===== config.mk =====
export PLATFORM = sky130hd
export DESIGN_NAME = word_letter_reverser_flat
export DESIGN_NICKNAME = d
export VERILOG_FILES = /design/src/design/wlr_pkg.sv /design/src/design/wlr_ifs.sv /design/src/design/word_letter_reverser.sv /design/src/design/wlr_front.sv /design/src/design/wlr_queue.sv /design/src/design/wlr_back.sv /design/src/flat_wrapper.sv
export SDC_FILE = /design/constraint.sdc
export NUM_CORES = 1
export LEC_CHECK = 0
export BUFFER_PORTS_ARGS = -buffer_cell sky130_fd_sc_hd__clkbuf_2
export CAP_MARGIN = 20
export CORE_ASPECT_RATIO = 2
export CORE_MARGIN = 2
export CORE_UTILIZATION = 52
export DETAILED_ROUTE_END_ITERATION = 10
export GPL_TIMING_DRIVEN = 0
export PLACE_DENSITY = 0.68
export SLEW_MARGIN = 20
export SYNTH_ARGS = -nofsm -noshare
export SYNTH_HDL_FRONTEND = slang
export SYNTH_SLANG_ARGS = --single-unit

===== constraint.sdc =====
create_clock -name clk -period 3.7 [get_ports clk]
set_input_delay 0.74 -clock clk [delete_from_list [all_inputs] [get_ports clk]]
set_output_delay 0.74 -clock clk [all_outputs]
set_load 0.1 [all_outputs]

===== src/design/wlr_pkg.sv =====
`timescale 1ns / 1ps
`default_nettype none
package wlr_pkg;

  localparam logic [7:0] CH_UPPER_A = 8'h41;
  localparam logic [7:0] CH_UPPER_Z = 8'h5A;
  localparam logic [7:0] CH_LOWER_A = 8'h61;
  localparam logic [7:0] CH_LOWER_Z = 8'h7A;
  localparam logic [7:0] CH_NUL     = 8'h00;

  // depth of the queue between front and back
  localparam int unsigned QUEUE_DEPTH = 2;

  typedef struct packed {
    logic [7:0] byte_val;
    logic       is_letter;
  } wlr_item_t;

  typedef enum logic [1:0] {
    BK_IDLE,
    BK_POP,
    BK_EMIT,
    BK_SEP
  } back_state_t;

  function automatic logic is_letter(input logic [7:0] b);
    is_letter = ((b >= CH_UPPER_A) && (b <= CH_UPPER_Z)) ||
                ((b >= CH_LOWER_A) && (b <= CH_LOWER_Z));
  endfunction

endpackage
`default_nettype wire


===== src/design/wlr_ifs.sv =====
`timescale 1ns / 1ps
`default_nettype none
interface wlr_in_if;
  logic       valid;
  logic       ready;
  logic [7:0] byte_in;

  modport source (output valid, output byte_in, input ready);
  modport sink   (input valid, input byte_in, output ready);
endinterface

interface wlr_out_if;
  logic       valid;
  logic       ready;
  logic [7:0] byte_out;
  logic       run_last;
  logic       overflow;

  modport source (output valid, output byte_out, output run_last, output overflow,
                  input ready);
  modport sink   (input valid, input byte_out, input run_last, input overflow,
                  output ready);
endinterface
`default_nettype wire


===== src/design/word_letter_reverser.sv =====
// A separator reaching an empty stack goes from the queue through BK_SEP to the output register;
//   held letters are each read in BK_POP and loaded in BK_EMIT, then the separator follows.
// A letter is pushed in BK_IDLE; a separator or a split (letter on a full stack) first pops every
//   held letter, and the split letter then opens the next segment.
// A 2-entry queue lets the front take requests while the back drains the stack.
// Reset: rst_n synchronous, active low; clears stack count, queue and output valid.
`timescale 1ns / 1ps
`default_nettype none
module word_letter_reverser #(
  parameter int unsigned WORD_DEPTH = 32
) (
  input  logic       clk,
  input  logic       rst_n,
  wlr_in_if.sink     in_ch,
  wlr_out_if.source  out_ch
);
  import wlr_pkg::*;

  // stack count must hold WORD_DEPTH itself
  localparam int unsigned CW = $clog2(WORD_DEPTH + 1);

  // front -> queue
  logic          push_valid;
  wlr_item_t     push_item;
  logic          push_ready;

  // queue -> back
  logic          q_valid;
  wlr_item_t     q_item;
  logic          q_pop;

  logic [CW-1:0] stack_level;

  // Front: classifies each byte as letter or separator.
  wlr_front u_front (
    .in_ch      (in_ch),
    .push_valid (push_valid),
    .push_item  (push_item),
    .push_ready (push_ready)
  );

  // Queue: decouples the front from the back's pop sequences.
  wlr_queue u_queue (
    .clk        (clk),
    .rst_n      (rst_n),
    .push_valid (push_valid),
    .push_item  (push_item),
    .push_ready (push_ready),
    .pop_valid  (q_valid),
    .pop_item   (q_item),
    .pop        (q_pop)
  );

  // Back: word stack, pop sequencer and output register.
  wlr_back #(
    .WORD_DEPTH (WORD_DEPTH),
    .CW         (CW)
  ) u_back (
    .clk         (clk),
    .rst_n       (rst_n),
    .q_valid     (q_valid),
    .q_item      (q_item),
    .q_pop       (q_pop),
    .stack_level (stack_level),
    .out_ch      (out_ch)
  );

`ifndef SYNTHESIS
  // stack never holds more than its depth
  a_level_bound: assert property (@(posedge clk) disable iff (!rst_n)
    stack_level <= CW'(WORD_DEPTH))
    else $error("stack level above depth");

  // a letter popped by a separator is never the last of its run
  a_pop_not_last: assert property (@(posedge clk) disable iff (!rst_n)
    (out_ch.valid && is_letter(out_ch.byte_out) && !out_ch.overflow) |-> !out_ch.run_last)
    else $error("separator pop marked last");

  // overflow results are only letters
  a_ovf_letter: assert property (@(posedge clk) disable iff (!rst_n)
    (out_ch.valid && out_ch.overflow) |-> is_letter(out_ch.byte_out))
    else $error("overflow on non-letter");

  // stack grows by at most one per cycle
  a_level_step: assert property (@(posedge clk) disable iff (!rst_n)
    (stack_level > $past(stack_level)) |-> (stack_level == $past(stack_level) + CW'(1)))
    else $error("stack level jumped");
`endif

endmodule
`default_nettype wire


===== src/design/wlr_front.sv =====
`timescale 1ns / 1ps
`default_nettype none
module wlr_front (
  wlr_in_if.sink             in_ch,
  output logic               push_valid,
  output wlr_pkg::wlr_item_t push_item,
  input  logic               push_ready
);
  import wlr_pkg::*;

  // classify and hand over; stalls only when the queue is full
  assign in_ch.ready          = push_ready;
  assign push_valid           = in_ch.valid;
  assign push_item.byte_val   = in_ch.byte_in;
  assign push_item.is_letter  = is_letter(in_ch.byte_in);

endmodule
`default_nettype wire


===== src/design/wlr_queue.sv =====
`timescale 1ns / 1ps
`default_nettype none
module wlr_queue (
  input  logic               clk,
  input  logic               rst_n,
  input  logic               push_valid,
  input  wlr_pkg::wlr_item_t push_item,
  output logic               push_ready,
  output logic               pop_valid,
  output wlr_pkg::wlr_item_t pop_item,
  input  logic               pop
);
  import wlr_pkg::*;

  localparam int unsigned PW = (QUEUE_DEPTH > 1) ? $clog2(QUEUE_DEPTH) : 1;
  localparam int unsigned CW = $clog2(QUEUE_DEPTH + 1);

  wlr_item_t      slot_r [QUEUE_DEPTH];
  logic [PW-1:0]  wr_ptr_r, wr_ptr_nxt;
  logic [PW-1:0]  rd_ptr_r, rd_ptr_nxt;
  logic [CW-1:0]  fill_r, fill_nxt;
  logic           do_push, do_pop;

  assign push_ready = (fill_r != CW'(QUEUE_DEPTH));
  assign pop_valid  = (fill_r != '0);
  assign pop_item   = slot_r[rd_ptr_r];
  assign do_push    = push_valid && push_ready;
  assign do_pop     = pop && pop_valid;

  always_comb begin
    wr_ptr_nxt = wr_ptr_r;
    rd_ptr_nxt = rd_ptr_r;
    fill_nxt   = fill_r;
    if (do_push) begin
      wr_ptr_nxt = (wr_ptr_r == PW'(QUEUE_DEPTH - 1)) ? '0 : wr_ptr_r + PW'(1);
    end
    if (do_pop) begin
      rd_ptr_nxt = (rd_ptr_r == PW'(QUEUE_DEPTH - 1)) ? '0 : rd_ptr_r + PW'(1);
    end
    case ({do_push, do_pop})
      2'b10:   fill_nxt = fill_r + CW'(1);
      2'b01:   fill_nxt = fill_r - CW'(1);
      default: fill_nxt = fill_r;
    endcase
  end

  always_ff @(posedge clk) begin
    if (!rst_n) begin
      wr_ptr_r <= '0;
      rd_ptr_r <= '0;
      fill_r   <= '0;
    end else begin
      wr_ptr_r <= wr_ptr_nxt;
      rd_ptr_r <= rd_ptr_nxt;
      fill_r   <= fill_nxt;
    end
  end

  always_ff @(posedge clk) begin
    if (do_push) begin
      slot_r[wr_ptr_r] <= push_item;
    end
  end

endmodule
`default_nettype wire


===== src/design/wlr_back.sv =====
`timescale 1ns / 1ps
`default_nettype none
module wlr_back #(
  parameter int unsigned WORD_DEPTH = 32,
  parameter int unsigned CW         = 6
) (
  input  logic               clk,
  input  logic               rst_n,
  input  logic               q_valid,
  input  wlr_pkg::wlr_item_t q_item,
  output logic               q_pop,
  output logic [CW-1:0]      stack_level,
  wlr_out_if.source          out_ch
);
  import wlr_pkg::*;

  localparam int unsigned AW = (WORD_DEPTH > 1) ? $clog2(WORD_DEPTH) : 1;

  logic [7:0]    stack_mem [WORD_DEPTH];
  logic [7:0]    rd_data_r;

  back_state_t   state_r, state_nxt;
  logic [CW-1:0] count_r, count_nxt;
  wlr_item_t     cur_r, cur_nxt;

  logic          out_valid_r, out_valid_nxt;
  logic [7:0]    out_byte_r, out_byte_nxt;
  logic          out_last_r, out_last_nxt;
  logic          out_ovf_r, out_ovf_nxt;

  logic          mem_we;
  logic [7:0]    mem_wdata;
  logic          rd_en;
  logic [CW-1:0] count_dec;
  logic          load_ok;

  assign count_dec   = count_r - CW'(1);
  assign load_ok     = !out_valid_r || out_ch.ready;
  assign stack_level = count_r;

  always_comb begin
    state_nxt     = state_r;
    count_nxt     = count_r;
    cur_nxt       = cur_r;
    q_pop         = 1'b0;
    mem_we        = 1'b0;
    mem_wdata     = cur_r.byte_val;
    rd_en         = 1'b0;
    out_valid_nxt = out_valid_r && !out_ch.ready;
    out_byte_nxt  = out_byte_r;
    out_last_nxt  = out_last_r;
    out_ovf_nxt   = out_ovf_r;
    case (state_r)
      BK_IDLE: begin
        if (q_valid) begin
          q_pop   = 1'b1;
          cur_nxt = q_item;
          if (q_item.is_letter && (count_r < CW'(WORD_DEPTH))) begin
            mem_we    = 1'b1;
            mem_wdata = q_item.byte_val;
            count_nxt = count_r + CW'(1);
          end else if (count_r != '0) begin
            state_nxt = BK_POP;
          end else begin
            state_nxt = BK_SEP;
          end
        end
      end
      BK_POP: begin
        rd_en     = 1'b1;
        count_nxt = count_dec;
        state_nxt = BK_EMIT;
      end
      BK_EMIT: begin
        if (load_ok) begin
          out_valid_nxt = 1'b1;
          out_byte_nxt  = rd_data_r;
          out_ovf_nxt   = cur_r.is_letter;
          out_last_nxt  = cur_r.is_letter && (count_r == '0);
          if (count_r != '0) begin
            state_nxt = BK_POP;
          end else if (cur_r.is_letter) begin
            // split word: the new letter opens the next segment
            mem_we    = 1'b1;
            count_nxt = CW'(1);
            state_nxt = BK_IDLE;
          end else begin
            state_nxt = BK_SEP;
          end
        end
      end
      BK_SEP: begin
        if (load_ok) begin
          out_valid_nxt = 1'b1;
          out_byte_nxt  = cur_r.byte_val;
          out_last_nxt  = 1'b1;
          out_ovf_nxt   = 1'b0;
          state_nxt     = BK_IDLE;
        end
      end
      default: begin
        state_nxt = BK_IDLE;
      end
    endcase
  end

  always_ff @(posedge clk) begin
    if (!rst_n) begin
      state_r     <= BK_IDLE;
      count_r     <= '0;
      out_valid_r <= 1'b0;
    end else begin
      state_r     <= state_nxt;
      count_r     <= count_nxt;
      out_valid_r <= out_valid_nxt;
    end
  end

  always_ff @(posedge clk) begin
    cur_r      <= cur_nxt;
    out_byte_r <= out_byte_nxt;
    out_last_r <= out_last_nxt;
    out_ovf_r  <= out_ovf_nxt;
  end

  // word stack: write at count, registered read at count - 1
  always_ff @(posedge clk) begin
    if (mem_we) begin
      stack_mem[count_r[AW-1:0]] <= mem_wdata;
    end
    if (rd_en) begin
      rd_data_r <= stack_mem[count_dec[AW-1:0]];
    end
  end

  assign out_ch.valid    = out_valid_r;
  assign out_ch.byte_out = out_byte_r;
  assign out_ch.run_last = out_last_r;
  assign out_ch.overflow = out_ovf_r;

endmodule
`default_nettype wire

===== src/flat_wrapper.sv =====
// flat-port wrapper written by rule: the top's interface ports become plain ports
module word_letter_reverser_flat import wlr_pkg::*;
#(
  parameter int unsigned WORD_DEPTH = 32
)
  (clk, rst_n, in_ch_valid, in_ch_byte_in, in_ch_ready, out_ch_valid, out_ch_byte_out, out_ch_run_last, out_ch_overflow, out_ch_ready);
  wlr_in_if in_ch_i ();
  wlr_out_if out_ch_i ();
  input  logic clk;
  input  logic rst_n;
  input wire logic [$bits(in_ch_i.valid)-1:0] in_ch_valid;
  input wire logic [$bits(in_ch_i.byte_in)-1:0] in_ch_byte_in;
  output wire logic [$bits(in_ch_i.ready)-1:0] in_ch_ready;
  output wire logic [$bits(out_ch_i.valid)-1:0] out_ch_valid;
  output wire logic [$bits(out_ch_i.byte_out)-1:0] out_ch_byte_out;
  output wire logic [$bits(out_ch_i.run_last)-1:0] out_ch_run_last;
  output wire logic [$bits(out_ch_i.overflow)-1:0] out_ch_overflow;
  input wire logic [$bits(out_ch_i.ready)-1:0] out_ch_ready;
  assign in_ch_i.valid = in_ch_valid;
  assign in_ch_i.byte_in = in_ch_byte_in;
  assign in_ch_ready = in_ch_i.ready;
  assign out_ch_valid = out_ch_i.valid;
  assign out_ch_byte_out = out_ch_i.byte_out;
  assign out_ch_run_last = out_ch_i.run_last;
  assign out_ch_overflow = out_ch_i.overflow;
  assign out_ch_i.ready = out_ch_ready;
  word_letter_reverser #(.WORD_DEPTH(WORD_DEPTH)) u_core (.clk(clk), .rst_n(rst_n), .in_ch(in_ch_i), .out_ch(out_ch_i));
endmodule

==> impl_metrics.py <==
metrics = {
    "setup_path": {
        "cp.required_ns": 3.95,
        "critPathLaunch": "u_core.u_back.stack_level[0]",
        "path_max_fanout": 10,
        "r2r-start": "u_core.u_back.stack_level[0]",
        "arrival_ns": 3.79,
        "crit_slowest_cell": "dfxtp_1",
        "cp-start-kind": "flop",
        "cpMostUsedCell": "buf_4",
        "crit_path_end_kind": "flop",
        "worstPathCellList": "buf_6 -> buf_8 -> buf_4 -> inv_1 -> ha_1 -> buf_4 -> buf_2 -> mux4_2 -> and2_1 -> a211oi_1 -> a311oi_1",
        "criticalPathCategory": "reg2reg",
        "cp_slowest_stage_delay_ns": 0.56,
    },
    "sta": {
        "worst_pin_slew_ns": 0.9494,
        "maxSlewViolCount": 0,
        "period_minus_slack_ns": 3.545,
        "rsz0062_at_grt": "false",
        "final_min_period_over_clock_period_pct": 95.82,
        "hold_slack_ns": 0.4067,
        "fmax_mhz": 282.1,
        "finalHoldViolCount": 0,
        "slew_headroom_pct": 36.47,
        "finalSetupViolCount": 0,
        "clock_skew_ns": 0.01602,
    },
    "finish": {
        "multi_input_area_um2": 3234,
        "seq_area_um2": 9319,
        "final_cell_count_no_fill": 1051,
        "fin_nets": 762,
        "fin_area_um2": 14280,
        "post-route-util_pct": 58.70,
        "syn_to_final_growth_pct": 11.24,
        "drive_gt1_share_pct": 25.89,
        "diodes": 0,
        "filler_cell_count": 1756,
    },
    "clock_network": {
        "post_cts_buffers": 0,
        "cts.clk_slew.worst_paths_ns": 0.07,
        "cts_max_level": 1,
        "root_buffer": "clkbuf_16",
        "clk_path_buf_depth": 3,
        "cts_tree": "built",
        "worstSkewPairLatency_ns": 0.54,
        "cts_buffers": 26,
        "clock_sinks": 315,
    },
    "min_path": {
        "hold_class": "in2reg",
        "hold_start": "in_ch_byte_in[6]",
    },
    "die": {
        "die_area_um2": 26030,
        "start_util_pct": 52.77,
        "fp.dieH_um": 226.2,
        "ios": 24,
        "core_area_um2": 24320,
        "num_rows": 81,
        "die_w_um": 115.1,
    },
    "routing": {
        "wl_per_cell_um": 27.21,
        "ant_nets": 0,
        "route.detailed.drc": 0,
        "drt_iter0_drc": 636,
        "drt-vias-per-instance": 6.166,
        "wirelength_um": 28590,
        "vias": 6480,
        "drt_pass1_iterations": 5,
    },
    "flow_run": {
        "maxCapViolations": 0,
    },
    "place": {
        "dp_hpwl_um": 20270,
        "placedCellCount": 1003,
        "place_area_um2": 13310,
        "port_buffers": 22,
        "gp_congestion": 0.8902,
    },
    "grt": {
        "grt_pass1_vias": 6935,
        "grt_usage_pct": 22.95,
        "grt_antenna_before_repair": 0,
        "grt-ovfl-total": 0,
        "grt_pass1_wl_um": 42950,
        "grt_max_degree": 33,
    },
    "power_and_ir_drop": {
        "p_leak_uw": 0.004558,
        "power_uw": 11660,
        "ir_drop_mv": 0.4021,
        "p_per_area_nw_per_um2": 816.6,
    },
    "run_status": {
        "outcome": "completed",
    },
    "yosys": {
        "seq_area_frac_synth_pct": 72.61,
        "yosysWarnings": 0,
        "synth_seq_cells": 315,
        "synth_edf_count": 301,
        "synth_top_cell_area_share_pct": 70.42,
        "ys_types": 62,
        "netlist_top_cells_area": "edfxtp_1, mux4_2, mux2_2",
        "synth_cells": 691,
        "syn_avg_cell_area_um2": 18.57,
        "yosys.area.top_type": "edfxtp_1",
        "syn-num-nets": 712,
        "synthFlopType": "edfxtp_1",
        "synth_common_cells": "edfxtp_1, mux4_2, nor2_1, nand2_1, mux2_2",
        "synth_most_common_cell": "edfxtp_1",
        "synth_async_sr_flop_share_pct": 0,
        "synth_area_um2": 12830,
    },
}
-- path summary, 6_finish.rpt --
| check | cells after the start | slack (ns) | to |
|---|---|---|---|
| worst min-delay path | 1 | 0.41 | u_core.u_queue.slot_r[0][7] |
| worst max register to register | 11 | 0.15 | u_core.u_back.rd_data_r[4] |
| worst min register to register | 2 | 0.51 | u_core.u_queue.rd_ptr_r |
| worst max-delay path | 11 | 0.15 | u_core.u_back.rd_data_r[4] |
-- critical path: cells and delay by family (launching register included) --
kind                       cells  cell delay, ns
buffers and inverters          6            1.28
AOI/OAI and AO/OA              2            0.58
DFF                            1            0.56
muxes                          1            0.33
adders and majority gates      1            0.29
and+or+nand+nor                1            0.18
-- state kept, by name, summed over array words and instances, names as in the netlist, named ones only --
signal	cells
u_core.u_back.stack_mem	256
u_core.u_queue.slot_r	18
u_core.u_back.cur_r	9
u_core.u_back.out_ch.byte_out	8
u_core.u_back.rd_data_r	8
u_core.u_back.stack_level	6
u_core.u_back.state_r	2
u_core.u_queue.fill_r	2
u_core.u_back.out_ch.overflow	1
u_core.u_back.out_ch.run_last	1
u_core.u_back.out_ch.valid	1
u_core.u_queue.rd_ptr_r	1
u_core.u_queue.wr_ptr_r	1
-- cell usage in the layout (no fill, tap or decap), types with 3 or more instances in the layout --
master,count
edfxtp_1,301
mux4_2,64
nor2_1,51
nand2_1,45
clkbuf_16,27
clkbuf_2,25
mux2_2,25
dfxtp_1,14
clkbuf_1,12
a211oi_1,11
buf_2,10
a32o_1,10
inv_1,9
mux2i_1,9
and2_1,9
ha_1,9
a311oi_1,8
buf_4,7
o21ai_0,7
a21oi_1,7
bufinv_16,7
nand2b_1,6
buf_6,5
clkinvlp_4,5
nand3b_1,4
nor2b_1,4
nor3b_1,4
o22ai_1,4
nand3_1,4
xor2_1,4
nand2_2,4
clkinv_2,4
or3_1,3
nor3_1,3
-- cells by family (layout without fill, tap and decap cells) --
| group | Yosys count | after routing | synth area share [%] |
|---|---|---|---|
| buffers and inverters | 47 | 117 | 2.193 |
| DFF | 315 | 315 | 72.61 |
| adders and majority gates | 9 | 9 | 0.8774 |
| muxes | 98 | 98 | 14.13 |
| and+or+nand+nor | 146 | 146 | 5.440 |
| AOI/OAI and AO/OA | 69 | 69 | 4.163 |
| xor gates and xnor gates | 7 | 7 | 0.5947 |
-- power breakdown --
part           internal (uW)  total [uW]  switching (uW)
Combinational           1200        3730            2530
Sequential              4750        4860             110
Clock                   1830        3070            1250
Total                   7770       11700            3890
-- routing by layer --
metal | GRT usage (%) | share of wire (%) | vias up
li1 | - | - | 2860
met1 | 23.20 | 32 | 3360
met2 | 45.18 | 59 | 192
met3 | 2.684 | 4.2 | 68
met4 | 10.65 | 4.8 | 0
met5 | 0 | 0 | -
-- per-stage QoR --
step | worst slack (ns) | TNS, ns
after floorplan | 1.065 | 0
after global placement | 0.03256 | 0
after detailed placement | -0.01395 | -0.01395
after CTS | 0.07411 | 0
after global routing | 0.01829 | 0
final | 0.1547 | 0
-- timing repair --
item,4_1_cts,5_1_grt
setup endpoints to repair,1,1
resized for setup,1,2
hold endpoints to repair,0,0
hold buffers,0,0
-- layout make-up --
cell class | instances | share of cell area, %
clock buffer | 29 | 4.785
tap | 290 | 2.541
clock inverter | 19 | 1.989
inverter | 9 | 0.2366
timing repair buffer | 22 | 0.7712
sequential | 315 | 65.27
buffer | 38 | 1.753
multi-input combinational | 329 | 22.65
Note: power is estimated with default switching activity, not from simulation.
